`src/rtl/stepper_pulse_generator_with_watchdog_core_macros.svh`:
```
// ---------------------------------------------------------------------------
// Stepper pulse generator assertion macros
// Shared concurrent assertion helpers, empty when SYNTHESIS is defined.
// ---------------------------------------------------------------------------
`ifndef STEPPER_PULSE_GENERATOR_WITH_WATCHDOG_CORE_MACROS_SVH
`define STEPPER_PULSE_GENERATOR_WITH_WATCHDOG_CORE_MACROS_SVH
`ifndef SYNTHESIS
// Same-cycle implication
`define SPG_ASSERT_SAME(lbl, clk, rstn, ante, cons) \
    lbl: assert property (@(posedge clk) disable iff (!rstn) (ante) |-> (cons)) \
        else $error("same-cycle check failed");
// Next-cycle implication
`define SPG_ASSERT_NEXT(lbl, clk, rstn, ante, cons) \
    lbl: assert property (@(posedge clk) disable iff (!rstn) (ante) |=> (cons)) \
        else $error("next-cycle check failed");
`else
`define SPG_ASSERT_SAME(lbl, clk, rstn, ante, cons)
`define SPG_ASSERT_NEXT(lbl, clk, rstn, ante, cons)
`endif
`endif

```
`src/rtl/spg_pkg.sv`:
```
`timescale 1ns / 1ps
// ---------------------------------------------------------------------------
// Stepper pulse generator package
// Request and result types, operation, status and register codes.
// ---------------------------------------------------------------------------
package spg_pkg;

    typedef enum logic [2:0] {
        OP_TICK      = 3'd0,
        OP_ARM       = 3'd1,
        OP_HEARTBEAT = 3'd2,
        OP_DISARM    = 3'd3,
        OP_STOP_ALL  = 3'd4,
        OP_MOVE      = 3'd5,
        OP_STOP_AXIS = 3'd6
    } op_t;

    typedef enum logic [2:0] {
        ST_OK        = 3'd0,
        ST_NOT_ARMED = 3'd1,
        ST_WD_BAD    = 3'd2,
        ST_BAD_ARG   = 3'd3,
        ST_BUSY      = 3'd4,
        ST_REFUSED   = 3'd5
    } status_t;

    typedef enum logic [1:0] {
        CFG_MAX_STEPS = 2'd0,
        CFG_MIN_SPEED = 2'd1,
        CFG_MAX_SPEED = 2'd2,
        CFG_WD_LIMIT  = 2'd3
    } cfg_idx_t;

    localparam logic [18:0] HALF_MAX = 19'd524287;

    typedef struct packed {
        logic [2:0]  operation;
        logic [1:0]  axis;
        logic        direction;
        logic [23:0] step_count;
        logic [19:0] rate_hz;
        logic        permissive;
    } in_item_t;

    typedef struct packed {
        logic [2:0] status;
        logic       armed;
        logic       healthy;
        logic [2:0] moving_mask;
        logic [2:0] step_pins;
        logic [2:0] dir_pins;
    } out_item_t;

    typedef struct packed {
        logic latch;
        logic exec;
        logic div_step;
        logic commit;
        logic load_out;
    } dp_cmd_t;

    typedef struct packed {
        logic need_div;
        logic div_last;
    } dp_sts_t;

endpackage

```
`src/rtl/spg_ctrl.sv`:
```
`timescale 1ns / 1ps
// ---------------------------------------------------------------------------
// Stepper pulse generator controller
// Sequences one request through execute, then divide and commit for an accepted move, then result.
// ---------------------------------------------------------------------------
module spg_ctrl (
    input  logic            clk,
    input  logic            rst_n,
    input  logic            in_valid,
    output logic            in_ready,
    output logic            out_valid,
    input  logic            out_ready,
    input  spg_pkg::dp_sts_t sts,
    output spg_pkg::dp_cmd_t cmd
);
    import spg_pkg::*;

    typedef enum logic [2:0] {
        S_IDLE,
        S_EXEC,
        S_DIV,
        S_COMMIT,
        S_RESULT
    } state_t;

    state_t state_reg, state_next;
    logic   out_valid_reg, out_valid_next;
    logic   out_free;

    assign out_free  = !out_valid_reg || out_ready;
    assign in_ready  = (state_reg == S_IDLE);
    assign out_valid = out_valid_reg;

    // Decode commands and next state
    always_comb
    begin
        cmd            = '0;
        state_next     = state_reg;
        out_valid_next = out_valid_reg && !out_ready;
        unique case (state_reg)
            S_IDLE:
            begin
                if (in_valid)
                begin
                    cmd.latch  = 1'b1;
                    state_next = S_EXEC;
                end
            end
            S_EXEC:
            begin
                cmd.exec   = 1'b1;
                state_next = sts.need_div ? S_DIV : S_RESULT;
            end
            S_DIV:
            begin
                cmd.div_step = 1'b1;
                if (sts.div_last)
                    state_next = S_COMMIT;
            end
            S_COMMIT:
            begin
                cmd.commit = 1'b1;
                state_next = S_RESULT;
            end
            S_RESULT:
            begin
                if (out_free)
                begin
                    cmd.load_out   = 1'b1;
                    out_valid_next = 1'b1;
                    state_next     = S_IDLE;
                end
            end
            default: state_next = S_IDLE;
        endcase
    end

    // Hold state and output valid
    always_ff @(posedge clk or negedge rst_n)
    begin
        if (!rst_n)
        begin
            state_reg     <= S_IDLE;
            out_valid_reg <= 1'b0;
        end
        else
        begin
            state_reg     <= state_next;
            out_valid_reg <= out_valid_next;
        end
    end

endmodule

```
`src/rtl/spg_datapath.sv`:
```
`timescale 1ns / 1ps
// ---------------------------------------------------------------------------
// Stepper pulse generator datapath
// Watchdog, per-axis step timers, configuration and half-period divider.
// ---------------------------------------------------------------------------
module spg_datapath #(
    parameter int AXES        = 3,
    parameter int TICK_HZ     = 1000000,
    parameter int FIRST_DELAY = 20
) (
    input  logic              clk,
    input  logic              rst_n,
    input  spg_pkg::in_item_t in_item,
    input  logic              cfg_write,
    input  logic [1:0]        cfg_index,
    input  logic [23:0]       cfg_data,
    input  spg_pkg::dp_cmd_t  cmd,
    output spg_pkg::dp_sts_t  sts,
    output spg_pkg::out_item_t out_item
);
    import spg_pkg::*;

    localparam int AW  = (AXES > 1) ? $clog2(AXES) : 1;
    localparam int TPM = TICK_HZ / 1000;
    localparam int SW  = $clog2(TPM + 1);
    localparam int DW  = $clog2(TICK_HZ + 1);
    localparam int CW  = $clog2(DW);
    localparam logic [DW-1:0] DIVIDEND = DW'(TICK_HZ);

    // Configuration
    logic [23:0] max_steps_reg;
    logic [18:0] min_speed_reg;
    logic [18:0] max_speed_reg;
    logic [15:0] wd_limit_reg;

    // Control state
    logic          armed_reg, armed_next;
    logic          healthy_reg, healthy_next;
    logic [15:0]   since_reg, since_next;
    logic [SW-1:0] sub_reg, sub_next;
    logic [24:0]   toggles_reg [AXES];
    logic [24:0]   toggles_next [AXES];
    logic [18:0]   cnt_reg [AXES];
    logic [18:0]   cnt_next [AXES];
    logic          step_reg [AXES];
    logic          step_next [AXES];
    logic          dir_reg [AXES];
    logic          dir_next [AXES];

    // Payload
    in_item_t      item_reg;
    logic [18:0]   half_reg [AXES];
    logic [18:0]   half_next [AXES];
    logic [2:0]    status_reg, status_next;
    logic [20:0]   rem_reg, rem_next;
    logic [DW-1:0] quo_reg, quo_next;
    logic [CW-1:0] dcnt_reg, dcnt_next;
    out_item_t     out_reg;

    logic [AW-1:0] ax_idx;
    logic          ax_ok;
    logic          args_bad;
    logic          wd_trip;
    logic          tick_trip;
    logic [2:0]    move_status;
    logic [20:0]   divisor;
    logic [21:0]   trial;
    logic [SW:0]   sub_inc;
    logic [15:0]   since_tick;
    logic [18:0]   hp;
    logic          drop_arm;
    logic          halt_all;
    logic          halt_one;
    logic          tick_run;
    logic [2:0]    mov_bits, stp_bits, dir_bits;

    assign ax_idx   = AW'(item_reg.axis);
    assign ax_ok    = int'(item_reg.axis) < AXES;
    assign args_bad = !ax_ok || (item_reg.step_count == 24'd0)
                   || (item_reg.step_count > max_steps_reg)
                   || (item_reg.rate_hz == 20'd0)
                   || (item_reg.rate_hz < {1'b0, min_speed_reg})
                   || (item_reg.rate_hz > {1'b0, max_speed_reg});
    assign wd_trip  = armed_reg && (since_reg > wd_limit_reg);
    assign divisor  = {item_reg.rate_hz, 1'b0};
    assign trial    = {rem_reg, DIVIDEND[dcnt_reg]};

    // Check a move in priority order
    always_comb
    begin
        if (wd_trip || !armed_reg)
            move_status = ST_NOT_ARMED;
        else if (!healthy_reg)
            move_status = ST_WD_BAD;
        else if (args_bad)
            move_status = ST_BAD_ARG;
        else if (toggles_reg[ax_idx] != 25'd0)
            move_status = ST_BUSY;
        else
            move_status = ST_OK;
    end

    assign sts.need_div = (item_reg.operation == OP_MOVE) && (move_status == ST_OK);
    assign sts.div_last = (dcnt_reg == '0);

    // Advance the millisecond counter for a tick
    always_comb
    begin
        sub_inc    = {1'b0, sub_reg} + (SW + 1)'(1);
        since_tick = since_reg;
        if (sub_inc >= (SW + 1)'(TPM))
        begin
            if (since_reg != 16'hFFFF)
                since_tick = since_reg + 16'd1;
        end
        tick_trip = armed_reg && (since_tick > wd_limit_reg);
    end

    // Saturate the divider quotient to a legal half period
    always_comb
    begin
        if (quo_reg == '0)
            hp = 19'd1;
        else if (32'(quo_reg) > 32'(HALF_MAX))
            hp = HALF_MAX;
        else
            hp = 19'(quo_reg);
    end

    // Next state for the executed request
    always_comb
    begin
        armed_next   = armed_reg;
        healthy_next = healthy_reg;
        since_next   = since_reg;
        sub_next     = sub_reg;
        status_next  = status_reg;
        rem_next     = rem_reg;
        quo_next     = quo_reg;
        dcnt_next    = dcnt_reg;
        drop_arm     = 1'b0;
        halt_all     = 1'b0;
        halt_one     = 1'b0;
        tick_run     = 1'b0;
        for (int a = 0; a < AXES; a++)
        begin
            toggles_next[a] = toggles_reg[a];
            cnt_next[a]     = cnt_reg[a];
            step_next[a]    = step_reg[a];
            dir_next[a]     = dir_reg[a];
            half_next[a]    = half_reg[a];
        end

        if (cmd.exec)
        begin
            status_next = ST_OK;
            case (item_reg.operation)
                OP_TICK:
                begin
                    sub_next   = (sub_inc >= (SW + 1)'(TPM)) ? '0 : sub_inc[SW-1:0];
                    since_next = since_tick;
                    drop_arm   = tick_trip;
                    tick_run   = !tick_trip;
                end
                OP_ARM:
                begin
                    if (!item_reg.permissive)
                    begin
                        drop_arm    = 1'b1;
                        status_next = ST_REFUSED;
                    end
                    else
                    begin
                        since_next   = '0;
                        armed_next   = 1'b1;
                        healthy_next = 1'b1;
                    end
                end
                OP_HEARTBEAT:
                begin
                    if (!item_reg.permissive)
                    begin
                        drop_arm    = 1'b1;
                        status_next = ST_REFUSED;
                    end
                    else if (!armed_reg)
                    begin
                        drop_arm    = 1'b1;
                        status_next = ST_NOT_ARMED;
                    end
                    else
                    begin
                        since_next   = '0;
                        healthy_next = 1'b1;
                    end
                end
                OP_DISARM:   drop_arm = 1'b1;
                OP_STOP_ALL: halt_all = 1'b1;
                OP_MOVE:
                begin
                    drop_arm    = wd_trip;
                    status_next = move_status;
                    rem_next    = '0;
                    quo_next    = '0;
                    dcnt_next   = CW'(DW - 1);
                end
                OP_STOP_AXIS:
                begin
                    if (!ax_ok)
                        status_next = ST_BAD_ARG;
                    else
                        halt_one = 1'b1;
                end
                default: status_next = ST_BAD_ARG;
            endcase
        end

        // Drop the arm and stop every axis
        if (drop_arm)
        begin
            armed_next   = 1'b0;
            healthy_next = 1'b0;
            halt_all     = 1'b1;
        end

        for (int a = 0; a < AXES; a++)
        begin
            if (halt_all || (halt_one && (ax_idx == AW'(a))))
            begin
                toggles_next[a] = '0;
                cnt_next[a]     = '0;
                step_next[a]    = 1'b0;
                if (halt_all)
                    dir_next[a] = 1'b0;
            end
            else if (tick_run && (toggles_reg[a] != 25'd0))
            begin
                if (cnt_reg[a] > 19'd1)
                    cnt_next[a] = cnt_reg[a] - 19'd1;
                else if (toggles_reg[a] == 25'd1)
                begin
                    toggles_next[a] = '0;
                    cnt_next[a]     = '0;
                    step_next[a]    = 1'b0;
                end
                else
                begin
                    toggles_next[a] = toggles_reg[a] - 25'd1;
                    cnt_next[a]     = half_reg[a];
                    step_next[a]    = !step_reg[a];
                end
            end
        end

        // One restoring division step per cycle
        if (cmd.div_step)
        begin
            if (trial >= {1'b0, divisor})
            begin
                rem_next = 21'(trial - {1'b0, divisor});
                quo_next = {quo_reg[DW-2:0], 1'b1};
            end
            else
            begin
                rem_next = trial[20:0];
                quo_next = {quo_reg[DW-2:0], 1'b0};
            end
            dcnt_next = dcnt_reg - CW'(1);
        end

        // Start the accepted move
        if (cmd.commit)
        begin
            for (int a = 0; a < AXES; a++)
            begin
                if (ax_idx == AW'(a))
                begin
                    dir_next[a]     = item_reg.direction;
                    half_next[a]    = hp;
                    toggles_next[a] = {item_reg.step_count, 1'b0};
                    step_next[a]    = 1'b0;
                    cnt_next[a]     = 19'(FIRST_DELAY);
                end
            end
        end
    end

    // Gather the pin views for the first three axes
    genvar b;
    generate
        for (b = 0; b < 3; b++)
        begin : g_pins
            if (b < AXES)
            begin : g_used
                assign mov_bits[b] = (toggles_reg[b] != 25'd0);
                assign stp_bits[b] = step_reg[b];
                assign dir_bits[b] = dir_reg[b];
            end
            else
            begin : g_unused
                assign mov_bits[b] = 1'b0;
                assign stp_bits[b] = 1'b0;
                assign dir_bits[b] = 1'b0;
            end
        end
    endgenerate

    // Hold control state and configuration
    always_ff @(posedge clk or negedge rst_n)
    begin
        if (!rst_n)
        begin
            max_steps_reg <= 24'd16777215;
            min_speed_reg <= 19'd1;
            max_speed_reg <= 19'd20000;
            wd_limit_reg  <= 16'd500;
            armed_reg     <= 1'b0;
            healthy_reg   <= 1'b0;
            since_reg     <= '0;
            sub_reg       <= '0;
            for (int a = 0; a < AXES; a++)
            begin
                toggles_reg[a] <= '0;
                cnt_reg[a]     <= '0;
                step_reg[a]    <= 1'b0;
                dir_reg[a]     <= 1'b0;
            end
        end
        else
        begin
            if (cfg_write)
            begin
                unique case (cfg_idx_t'(cfg_index))
                    CFG_MAX_STEPS: max_steps_reg <= cfg_data;
                    CFG_MIN_SPEED: min_speed_reg <= cfg_data[18:0];
                    CFG_MAX_SPEED: max_speed_reg <= cfg_data[18:0];
                    CFG_WD_LIMIT:  wd_limit_reg  <= cfg_data[15:0];
                    default:       wd_limit_reg  <= wd_limit_reg;
                endcase
            end
            armed_reg   <= armed_next;
            healthy_reg <= healthy_next;
            since_reg   <= since_next;
            sub_reg     <= sub_next;
            for (int a = 0; a < AXES; a++)
            begin
                toggles_reg[a] <= toggles_next[a];
                cnt_reg[a]     <= cnt_next[a];
                step_reg[a]    <= step_next[a];
                dir_reg[a]     <= dir_next[a];
            end
        end
    end

    // Hold payload registers
    always_ff @(posedge clk)
    begin
        if (cmd.latch)
            item_reg <= in_item;
        status_reg <= status_next;
        rem_reg    <= rem_next;
        quo_reg    <= quo_next;
        dcnt_reg   <= dcnt_next;
        for (int a = 0; a < AXES; a++)
            half_reg[a] <= half_next[a];
        if (cmd.load_out)
        begin
            out_reg.status      <= status_reg;
            out_reg.armed       <= armed_reg;
            out_reg.healthy     <= healthy_reg;
            out_reg.moving_mask <= mov_bits;
            out_reg.step_pins   <= stp_bits;
            out_reg.dir_pins    <= dir_bits;
        end
    end

    assign out_item = out_reg;

endmodule

```
`src/rtl/stepper_pulse_generator_with_watchdog_core.sv`:
```
`timescale 1ns / 1ps
// Sequence: each request passes execute and result; an accepted move also passes divide and commit
// (one quotient bit per cycle from the half-period divider).
// Flow: one request at a time; a new request is taken only in the idle state.
// The result register frees the input side while a result waits to be taken.
// Reset: asynchronous active low; disarmed, all axes stopped, configuration registers at defaults.
// ---------------------------------------------------------------------------
// Stepper pulse generator with watchdog, top level
// Three-axis step/direction generator with arm and heartbeat watchdog.
// ---------------------------------------------------------------------------
module stepper_pulse_generator_with_watchdog_core #(
    parameter int AXES        = 3,
    parameter int TICK_HZ     = 1000000,
    parameter int FIRST_DELAY = 20
) (
    input  logic                clk,
    input  logic                rst_n,
    input  logic                in_valid,
    output logic                in_ready,
    input  spg_pkg::in_item_t   in_item,
    output logic                out_valid,
    input  logic                out_ready,
    output spg_pkg::out_item_t  out_item,
    input  logic                cfg_valid,
    output logic                cfg_ready,
    input  logic [1:0]          cfg_index,
    input  logic [23:0]         cfg_data
);
    import spg_pkg::*;

`include "stepper_pulse_generator_with_watchdog_core_macros.svh"

    dp_cmd_t cmd;
    dp_sts_t sts;

    assign cfg_ready = 1'b1;

    spg_ctrl u_ctrl (
        .clk       (clk),
        .rst_n     (rst_n),
        .in_valid  (in_valid),
        .in_ready  (in_ready),
        .out_valid (out_valid),
        .out_ready (out_ready),
        .sts       (sts),
        .cmd       (cmd)
    );

    spg_datapath #(
        .AXES        (AXES),
        .TICK_HZ     (TICK_HZ),
        .FIRST_DELAY (FIRST_DELAY)
    ) u_datapath (
        .clk       (clk),
        .rst_n     (rst_n),
        .in_item   (in_item),
        .cfg_write (cfg_valid),
        .cfg_index (cfg_index),
        .cfg_data  (cfg_data),
        .cmd       (cmd),
        .sts       (sts),
        .out_item  (out_item)
    );

    `SPG_ASSERT_NEXT(a_busy_after_accept, clk, rst_n, in_valid && in_ready, !in_ready)
    `SPG_ASSERT_SAME(a_healthy_needs_armed, clk, rst_n, out_valid, out_item.armed || !out_item.healthy)
    `SPG_ASSERT_SAME(a_step_only_moving, clk, rst_n, out_valid, (out_item.step_pins & ~out_item.moving_mask) == 3'b000)

endmodule
```
`config.mk`:
```
export PLATFORM = sky130hd
export DESIGN_NAME = stepper_pulse_generator_with_watchdog_core
export DESIGN_NICKNAME = d
export VERILOG_FILES = /design/src/rtl/spg_pkg.sv /design/src/rtl/spg_ctrl.sv /design/src/rtl/spg_datapath.sv /design/src/rtl/stepper_pulse_generator_with_watchdog_core.sv
export VERILOG_INCLUDE_DIRS = /design/src /design/src/rtl
export SDC_FILE = /design/constraint.sdc
export NUM_CORES = 1
export LEC_CHECK = 0
export BUFFER_PORTS_ARGS = -buffer_cell sky130_fd_sc_hd__buf_2
export CELL_PAD_IN_SITES_DETAIL_PLACEMENT = 1
export CELL_PAD_IN_SITES_GLOBAL_PLACEMENT = 1
export CORE_ASPECT_RATIO = 1.4
export CORE_MARGIN = 2
export CORE_UTILIZATION = 34
export DETAILED_ROUTE_END_ITERATION = 10
export PLACE_DENSITY = 0.69
export SLEW_MARGIN = 20
export SYNTH_ARGS = -nofsm -noshare
export SYNTH_HDL_FRONTEND = slang
export SYNTH_SLANG_ARGS = --single-unit
```
`constraint.sdc`:
```
create_clock -name clk -period 9.7 [get_ports clk]
set_clock_uncertainty 0.15 [all_clocks]
set_input_delay 0.97 -clock clk [delete_from_list [all_inputs] [get_ports clk]]
set_output_delay 0.97 -clock clk [all_outputs]
set_load 0.01 [all_outputs]
```
==> out/metrics.yaml, run 1 <==
start_kind: "flop"
fill_cells: 7498
seq_area_frac_synth_pct: 49.7
placed_cells: 3169
maxCapViolCount: 0
root_buffer: "clkbuf_16"
post_drt_via_cell_ratio: 5.64
period_share_pct: 65.6
grt_pass1_vias: 19573
pwr-share-clk_pct: 21.1
synth_compound_gate_area_share_pct: 15.2
end_kind: "flop"
max_freq_mhz: 157
synthAdderAreaFrac_pct: 7.12
finalSetupTns_ns: 0
synthToLayoutAreaGrowth_pct: 13.1
cp.arrival_ns: 6.71
vias: 18374
muxShareOfSynthArea_pct: 3.54
intPower_uw: 4660
clock_path_buffers: 3
fin_nets: 2574
grt-ovfl-total: 0
largest_reg_flops: 75
layout-drive-gt1-share_pct: 14.4
cts_inserted_buffers: 46
ir_drop_v: 0.000172
dpl-instance-area_um2: 24400
rsz0062_at_grt: "false"
synth_top_family_by_area: "simple AND/OR/NAND/NOR gates"
max_stage_delay_ns: 0.84
die_x_um: 224
grt_pass1_wl_um: 112000
worst_ep_required_time_ns: 10.05
initial_core_util_pct: 34.4
dr.pass1.iters: 6
cts_tree: "built"
power.density_nw_per_um2: 328
wire_per_inst_um: 22.0
worstSkewPairLatency_ns: 0.59
row_count: 112
r2r_slack_ns: 3.34
hpwl_um: 51500
core_um2: 66700
route.detailed.drc: 0
worst_pin_slew_ns: 1.10
ys_types: 81
critPathBufInv: 1
synth-edff-count: 171
grt_util_all_layers_pct: 20.5
hold_class: "in -> async"
slew_violations: 0
cp.depth: 20
clock_sinks: 420
synth_top_flop_cell: "dfrtp_1"
crit_slowest_cell: "a211oi_1"
setup_viol: 0
power_uw: 8520
p_leak_uw: 0.0107
synth_xor_area_share_pct: 3.74
ys_ff_latch: 420
grt_max_degree: 75
diodes: 0
antenna_left: 0
path_cells: "ha_1 -> and3b_1 -> o21ai_0 -> a221o_1 -> a22o_1 -> a31oi_1 -> a21oi_1 -> buf_4 -> nand2_1 -> nor2_1 -> xor2_1 -> ha_1 -> and3_1 -> a221oi_1 -> o21ai_0 -> a211oi_1 -> o2111ai_1 -> or3_1 -> o31a_1 -> a22oi_1"
htreeDepth: 2
hold_viol_final: 0
cts_hold_buffers: 0
yosysWarnings: 0
async_reset_ff_share_pct: 59.0
cts_post_setup_buffers_inserted: 0
dieArea_um2: 69600
synth_simple_gate_area_share_pct: 16.8
syn_avg_cell_area_um2: 10.1
ctsResizeCount: 0
syn_area_um2: 23000
final_cells: 3255
first_iter_violations: 990
combPwrFrac_pct: 48.0
clkTransAtPathRegs_ns: 0.06
crit_type: "reg -> reg"
synthCells: 2282
ioPinCount: 99
port_buffers: 97
max_slew_margin_pct: 26.5
status: "finished clean"
design_area_um2: 26000
path_max_fanout: 22
antenna_found_initial: 0
p_sw_share_pct: 45.3
p_sw_uw: 3860
die_y_um: 311
gp_congestion: 0.868
syn_nets: 2494
critPathTopFamily: "compound AO/OA/AOI/OAI gates"
period_minus_slack_ns: 6.36
r2r_cells: 20
pwr-share-seq_pct: 30.8
wirelength_um: 71500
==> synthesized netlist by cell type, drive strengths merged (54+ instances only) <==
cell type | n | area [um^2]
a21oi | 121 | 606
clkbuf | 73 | 274
dfrtp | 212 | 5310
edfxtp | 171 | 5130
ha | 129 | 1610
inv | 136 | 510
mux2 | 58 | 653
nand2 | 223 | 837
nor2 | 175 | 657
nor3 | 69 | 355
o21ai | 205 | 1030
xor2 | 54 | 473
==> through the flow <==
stage | worst slack [ns] | util, % | hold WS [ns]
3_3_place_gp | 3.65 | 36.6 | 0.299
2_1_floorplan | 4.70 | - | 0.250
5_1_grt | 2.91 | 38.9 | 0.174
4_1_cts | 3.37 | 38.9 | 0.164
6_report | 3.34 | 38.9 | 0.162
3_5_place_dp | 3.40 | 36.6 | 0.303
==> worst paths after layout <==
path                                   startpoint                    endpoint
max in group asynchronous                   rst_n       u_datapath.cnt_reg[5]
min in group clk           u_datapath.dir_bits[1]      u_datapath.out_item[1]
min reg2reg                u_datapath.dir_bits[1]      u_datapath.out_item[1]
max                         u_datapath.sub_reg[0]  u_datapath.toggles_reg[69]
min                                         rst_n            u_ctrl.out_valid
max reg2reg                 u_datapath.sub_reg[0]  u_datapath.toggles_reg[69]
==> power groups by stage <==
stage	registers, uW	logic (uW)	clock network (uW)
after floorplan	2510	2840	0
after global placement	2620	3900	0
after detailed placement	2640	4060	0
after CTS	2620	4090	1850
after global routing	2670	4520	1920
final	2630	4090	1800
==> area by class of cell <==
| class | instances | area, um^2 | area share, % |
|---|---|---|---|
| multi-input cells | 1633 | 10700 | 41.3 |
| inverters | 136 | 512 | 1.97 |
| clock inverters | 22 | 164 | 0.632 |
| well taps | 855 | 1070 | 4.12 |
| flip-flops and latches | 420 | 11400 | 44.0 |
| repair buffers | 125 | 706 | 2.72 |
| clock buffers | 64 | 1380 | 5.30 |
==> kinds of logic (layout without fill, tap and decap cells) <==
kind of cell | after synthesis | in the layout
AO/OA/AOI/OAI | 550 | 550
XOR/XNOR | 98 | 98
adder cells (fa/ha/maj) | 130 | 130
buffers and inverters | 229 | 347
flip-flops | 420 | 420
multiplexers | 74 | 74
other | 1 | 1
AND/OR/NAND/NOR | 780 | 780
==> placed cells by master (no fill, tap or decap), types with 14 or more instances in the layout <==
cell type  netlist  layout
buf_4            5      28
a22oi_1         14      14
dfrtp_1        212     212
a21o_1          28      28
or2_2           22      22
nand2_1        223     223
nand3_1         50      50
nor4_1          48      48
or3_1           21      21
o21ai_1         22      23
a31oi_1         19      19
clkbuf_16        0      51
dfstp_2         36      36
and2_1          31      30
a21oi_1        121     121
ha_1           129     129
nor3_1          67      63
xor2_1          54      54
xnor2_1         44      44
and3_1          23      23
nand4_1         42      42
nor2b_1         17      17
edfxtp_1       171     171
mux2i_1         16      16
o21ai_0        181     180
inv_1          135     134
mux2_2          58      58
nor2_1         175     173
a211oi_1        28      25
buf_2            8      96
==> layer usage <==
| layer | wire [um] | share of wire (%) | track usage (%) |
|---|---|---|---|
| met1 | 28700 | 40 | 23.9 |
| met2 | 36300 | 51 | 36.3 |
| met3 | 2660 | 3.7 | 2.95 |
| met4 | 3830 | 5.4 | 10.4 |
| met5 | 0 | 0 | 0 |
(Power assumes the default switching activity.)
==> run 2, diff against run 1 <==
--- a/config.mk
+++ b/config.mk
@@ -13,7 +13,7 @@
 export CORE_MARGIN = 2
 export CORE_UTILIZATION = 34
 export DETAILED_ROUTE_END_ITERATION = 10
-export PLACE_DENSITY = 0.69
+export PLACE_DENSITY = 0.71
 export SLEW_MARGIN = 20
 export SYNTH_ARGS = -nofsm -noshare
 export SYNTH_HDL_FRONTEND = slang
==> constraint.sdc (replaced) <==
create_clock -name clk -period 5.8 [get_ports clk]
set_clock_uncertainty 0.15 [all_clocks]
set_input_delay 0.58 -clock clk [delete_from_list [all_inputs] [get_ports clk]]
set_output_delay 0.58 -clock clk [all_outputs]
set_load 0.01 [all_outputs]
==> run 2 against run 1 <==
  * Power rose by 65%
  * Routed wire length fell by 0.41%
  * Largest cell class unchanged
  * Die area did not move
  * Critical path depth did not move
  * Combinational power rose by 66%
==> out/metrics.yaml, run 2 (same netlist as run 1, synthesis figures left out) <==
wire_per_inst_um: 21.7  # -1.3%
worst_ep_required_time_ns: 6.08  # -3.97 ns
layout_common_cells: "nand2_1, dfrtp_1, o21ai_0"
grt_pass1_vias: 19962  # +2.0%
initial_core_util_pct: 34.4  # unchanged
root_buffer: "clkbuf_16"
grt_max_degree: 149  # +99%
largest_reg_flops: 75  # unchanged
worst_pin_slew_ns: 1.08  # -0.0211 ns
cp.arrival_ns: 5.74  # -0.97 ns
start_kind: "flop"
hp-start: "in_item[39]"
power.density_nw_per_um2: 536  # +63%
first_iter_violations: 1034  # +4.4%
fin_nets: 2609  # +1.4%
fin_ws_ns: 0.344  # -3.00 ns
worstSkewPairLatency_ns: 0.59  # about the same
period_minus_slack_ns: 5.46  # -0.904 ns
clock_path_buffers: 3  # unchanged
max_freq_mhz: 183  # +17%
combPwrFrac_pct: 48.2  # +0.2 points
path_max_fanout: 25  # +14%
period_share_pct: 94.1  # +28 points
design_area_um2: 26300  # +1.2%
crit_type: "reg -> reg"
p_leak_uw: 0.0108  # +1.1%
post_drt_via_cell_ratio: 5.58  # -1.1%
die_y_um: 311  # unchanged
hold_depth: 1
gp_congestion: 0.847  # -2.4%
route.detailed.drc: 0  # unchanged
antenna_found_initial: 0  # unchanged
row_count: 112  # unchanged
min_to: "u_datapath.item_reg[39]"
finalCoreUtilization_pct: 39.4  # +0.45 points
layout-drive-gt1-share_pct: 14.7  # +0.35 points
diodes: 0  # unchanged
pwr-share-clk_pct: 20.8  # -0.3 points
setup_viol: 0  # unchanged
intPower_uw: 7730  # +66%
cts_tree: "built"
dr.pass1.iters: 5  # -1
p_sw_uw: 6350  # +65%
r2r_slack_ns: 0.34  # -3.00 ns
ir_drop_v: 0.000317  # +84%
htreeDepth: 2  # unchanged
pwr-share-seq_pct: 31.0  # +0.2 points
clock_sinks: 420  # unchanged
vias: 18346  # -0.15%
cts_inserted_buffers: 45  # -2.2%
grt_util_all_layers_pct: 20.5  # about the same
port_buffers: 97  # unchanged
status: "finished clean"
fill_cells: 7538  # +0.53%
wirelength_um: 71200  # -0.41%
r2r_cells: 20  # unchanged
dpl-instance-area_um2: 24500  # +0.37%
die_x_um: 224  # unchanged
end_kind: "flop"
dieArea_um2: 69600  # unchanged
finalSetupTns_ns: 0  # unchanged
ioPinCount: 99  # unchanged
grt-ovfl-total: 0  # unchanged
max_slew_margin_pct: 27.9  # +1.4 points
slew_violations: 0  # unchanged
antenna_left: 0  # unchanged
grt_pass1_wl_um: 112000  # +0.51%
layout_commonest_cell: "nand2_1"
power_uw: 14100  # +65%
hpwl_um: 51900  # +0.94%
r2r-start: "u_datapath.sub_reg[0]"
maxCapViolCount: 0  # unchanged
hold_class: "in -> reg"
core_um2: 66700  # unchanged
post-place-ws_ns: 0.0311  # -3.37 ns
synthToLayoutAreaGrowth_pct: 14.4
hold_viol_final: 0  # unchanged
clkTransAtPathRegs_ns: 0.07  # about the same
p_sw_share_pct: 45.1  # -0.17 points
rsz0062_at_grt: "false"
r2r_end: "u_datapath.toggles_reg[27]"
## run 2: cell count changes in the layout (fill, tap and decap cells not counted), moves of 4 or more
cell,delta
dlygate4sd3_1,+25
buf_4,+9
clkbuf_16,-6
clkinv_2,-6
clkbuf_1,+5
a21oi_1,-4
## run 2: worst max path at each step
| stage | to | slack, ns | cells after the start | startpoint |
|---|---|---|---|---|
| final | u_datapath.toggles_reg[27] | 0.34 | 20 | u_datapath.sub_reg[0] |
| after global routing | u_datapath.toggles_reg[9] | 0.02 | 21 | u_datapath.sub_reg[0] |
| after CTS | u_datapath.toggles_reg[27] | 0.007 | 19 | u_datapath.sub_reg[0] |
| after detailed placement | u_datapath.toggles_reg[27] | 0.03 | 19 | u_datapath.sub_reg[0] |
| after global placement | u_datapath.toggles_reg[30] | 0.25 | 19 | u_datapath.sub_reg[0] |
| after floorplan | u_datapath.toggles_reg[42] | 0.80 | 21 | u_datapath.sub_reg[0] |
## run 2: final cells by class
cell class | instances | area, um^2 | area share [%]
inverters | 136 | 510 | 1.94
repair buffers | 161 | 1060 | 4.05
clock inverters | 17 | 201 | 0.767
well taps | 855 | 1070 | 4.07
multi-input cells | 1633 | 10700 | 40.9
clock buffers | 64 | 1260 | 4.79
flip-flops and latches | 420 | 11400 | 43.4
## run 2: what timing repair did
| item | in CTS | in global routing |
|---|---|---|
| hold endpoints to repair | 109 | 0 |
| gates resized for setup | 0 | 8 |
| setup endpoints to repair | 0 | 134 |
| hold buffers | 25 | 0 |
| buffers inserted | 0 | 2 |
## run 2: stage by stage
step / std cells / hold slack, ns
3_5_place_dp: 3178 / 0.260
2_1_floorplan: 2282 / 0.134
4_1_cts: 3284 / 0.00128
6_report: 3286 / 0.0298
5_1_grt: 3286 / 0.0122
3_3_place_gp: 3178 / 0.262
## run 2: metal layers
layer  share of wire (%)  global-route usage, %  up-vias
met5                   0                      0        -
met4                 3.6                   7.76        0
met3                 3.0                   2.36      124
met2                  53                   38.3      314
met1                  40                   23.6     9382
li1                    -                      -     8526
## run 2: power by group through the flow
stage               combinational, uW  sequential [uW]  clock (uW)
finish                           6790             4360        2940
CTS                              6810             4370        3010
global route                     7480             4440        3110
global placement                 6470             4380           0
detailed placement               6790             4420           0
floorplan                        4750             4190           0
## run 2: worst max-delay path: stages, from the launching register on
cell,delay (ns)
dfrtp_1,0.43
ha_1,0.28
and3b_1,0.24
o21ai_0,0.08
a221o_1,0.30
a22o_1,0.24
a31oi_2,0.33
a21o_1,0.31
nor2_1,0.13
a31oi_1,0.18
nor2_1,0.06
ha_1,0.29
a21o_1,0.16
a21oi_1,0.24
o21ai_0,0.20
a211o_2,0.48
a2111oi_4,0.37
buf_4,0.20
a31o_2,0.16
buf_4,0.30
o21ai_0,0.18
==> run 3, diff against run 2 <==
==> constraint.sdc (replaced) <==
create_clock -name clk -period 5.8 [get_ports clk]
set_clock_uncertainty 0.15 [all_clocks]
set_input_delay 1.16 -clock clk [delete_from_list [all_inputs] [get_ports clk]]
set_output_delay 1.16 -clock clk [all_outputs]
set_load 0.01 [all_outputs]
==> run 3 against run 2 <==
  * Non-clock buffer count down 26
  * Largest cell class unchanged
  * Core utilization down 0.38 points
  * Sequential power about the same
  * Fmax down 0.61%
  * Register-to-register slack worse by 0.03 ns
  * Critical path depth unchanged
  * Critical endpoint is now u_datapath.toggles_reg[33]
==> out/metrics.yaml, run 3 (same netlist as run 1, synthesis figures left out) <==
cp.arrival_ns: 5.84  # +0.10 ns
crit_start: "u_datapath.sub_reg[0]"
layout_commonest_cell: "nand2_1"
row_count: 112  # unchanged
slew_violations: 0  # unchanged
fin_ws_ns: 0.311  # -0.0337 ns
layout_common_cells: "nand2_1, dfrtp_1, o21ai_0"
period_minus_slack_ns: 5.49  # +0.0337 ns
htreeDepth: 2  # unchanged
initial_core_util_pct: 34.4  # unchanged
p_leak_uw: 0.0107  # -0.93%
p_sw_uw: 6300  # -0.90%
rsz0062_at_grt: "false"
combPwrFrac_pct: 47.9  # -0.3 points
power_uw: 14000  # -0.71%
pwr-share-seq_pct: 31.3  # +0.3 points
die_x_um: 224  # unchanged
fin_nets: 2582  # -1.0%
die_y_um: 311  # unchanged
synthToLayoutAreaGrowth_pct: 13.3
path_cells: "ha_1 -> and3b_1 -> o21ai_0 -> a221o_1 -> a22o_1 -> a31oi_2 -> a21oi_4 -> nand2_1 -> nor2_1 -> xor2_1 -> ha_1 -> and3_1 -> a221oi_1 -> o21ai_0 -> a211o_2 -> a2111oi_4 -> buf_8 -> nand4b_1 -> xor2_1 -> o21ai_1"
clock_path_buffers: 3  # unchanged
diodes: 0  # unchanged
pwr-share-clk_pct: 20.9  # about the same
setup_viol: 0  # unchanged
grt_max_degree: 107  # -28%
p_sw_share_pct: 45.0  # -0.086 points
r2r_end: "u_datapath.toggles_reg[33]"
post-place-ws_ns: -0.0890  # -0.120 ns
grt_util_all_layers_pct: 20.4  # -0.057 points
gp_congestion: 0.872  # +3.0%
worstSkewPairLatency_ns: 0.58  # about the same
power.density_nw_per_um2: 538  # +0.25%
r2r_slack_ns: 0.31  # -0.03 ns
wire_per_inst_um: 21.9  # +0.85%
worst_ep_required_time_ns: 6.15  # +0.07 ns
r2r_cells: 20  # unchanged
crit_type: "reg -> reg"
grt_pass1_wl_um: 111000  # -0.75%
end_kind: "flop"
antenna_found_initial: 2  # +2
port_buffers: 97  # unchanged
hold_depth: 0  # -1
vias: 18343  # -0.016%
intPower_uw: 7690  # -0.56%
finalCoreUtilization_pct: 39.0  # -0.38 points
core_um2: 66700  # unchanged
path_max_fanout: 27  # +8.0%
clock_sinks: 420  # unchanged
antenna_left: 0  # unchanged
clkTransAtPathRegs_ns: 0.07  # about the same
crit_slowest_cell: "a211o_2"
status: "finished clean"
hold_class: "reg -> reg"
ioPinCount: 99  # unchanged
hpwl_um: 51900  # about the same
period_share_pct: 94.6  # +0.58 points
ir_drop_v: 0.000317  # about the same
cts_hold_buffers: 0  # -100%
fill_cells: 7503  # -0.46%
maxCapViolCount: 0  # unchanged
dieArea_um2: 69600  # unchanged
layout-drive-gt1-share_pct: 14.8  # +0.082 points
dr.pass1.iters: 5  # unchanged
worst_pin_slew_ns: 1.17  # +0.0927 ns
cp-endpoint: "u_datapath.toggles_reg[33]"
largest_reg_flops: 75  # unchanged
max_stage_delay_ns: 0.48  # about the same
route.detailed.drc: 0  # unchanged
root_buffer: "clkbuf_16"
r2r-start: "u_datapath.sub_reg[0]"
first_iter_violations: 1001  # -3.2%
grt-ovfl-total: 0  # unchanged
hold_viol_final: 0  # unchanged
cts_tree: "built"
cts_inserted_buffers: 44  # -2.2%
start_kind: "flop"
max_slew_margin_pct: 21.7  # -6.2 points
max_freq_mhz: 182  # -0.61%
grt_pass1_vias: 19764  # -0.99%
post_drt_via_cell_ratio: 5.63  # +0.81%
wirelength_um: 71200  # about the same
==> run 3: power groups by stage <==
stage               Combinational, uW  Clock, uW  Sequential (uW)
finish                           6690       2920             4370
global placement                 6340          0             4370
global route                     7380       3090             4440
detailed placement               6610          0             4410
floorplan                        4750          0             4190
CTS                              6660       2990             4360
==> run 3: routing by layer <==
| layer | track usage [%] | vias to the layer above | wire length, um |
|---|---|---|---|
| li1 | - | 8470 | - |
| met4 | 8.76 | 2 | 3170 |
| met3 | 3.51 | 148 | 2840 |
| met1 | 23.2 | 9369 | 28000 |
| met2 | 37.2 | 354 | 37200 |
| met5 | 0 | - | 13 |
==> run 3: how the worst min path moves through the flow <==
stage	startpoint	to
CTS	u_datapath.status_reg[2]	u_datapath.out_item[13]
global placement	u_datapath.status_reg[2]	u_datapath.out_item[13]
floorplan	u_datapath.status_reg[0]	u_datapath.out_item[11]
global route	u_datapath.status_reg[2]	u_datapath.out_item[13]
detailed placement	u_datapath.status_reg[2]	u_datapath.out_item[13]
finish	u_datapath.status_reg[2]	u_datapath.out_item[13]
==> run 3: critical path: cells and delay by family, from the launching register on <==
family / cells / cell delay [ns]
compound gates: 10 / 2.69
simple gates: 5 / 0.90
fa+ha+maj: 2 / 0.58
flops: 1 / 0.43
xor+xnor: 2 / 0.34
buf+inv: 1 / 0.27
==> run 3: cell type report <==
type | instances | area, um^2 | share of cell area (%)
clock buffers | 57 | 1230 | 4.74
repair buffers | 135 | 821 | 3.16
flip-flops and latches | 420 | 11400 | 43.9
multi-input cells | 1633 | 10700 | 41.3
clock inverters | 23 | 224 | 0.861
inverters | 136 | 510 | 1.96
well taps | 855 | 1070 | 4.11
==> run 3: timing repair <==
item,CTS,global route
gates resized for setup,2,7
pin swaps,0,1
setup endpoints to repair,26,120
gates cloned,0,0
setup buffers,0,1
==> run 3: through the flow <==
stage	cells	TNS (ns)	hold WS (ns)	area, um^2
floorplan	2282	0	0.250	23000
global placement	3177	0	0.259	24500
detailed placement	3178	-0.646	0.257	24500
CTS	3258	0	0.276	26000
global route	3259	0	0.284	26000
finish	3259	0	0.269	26000
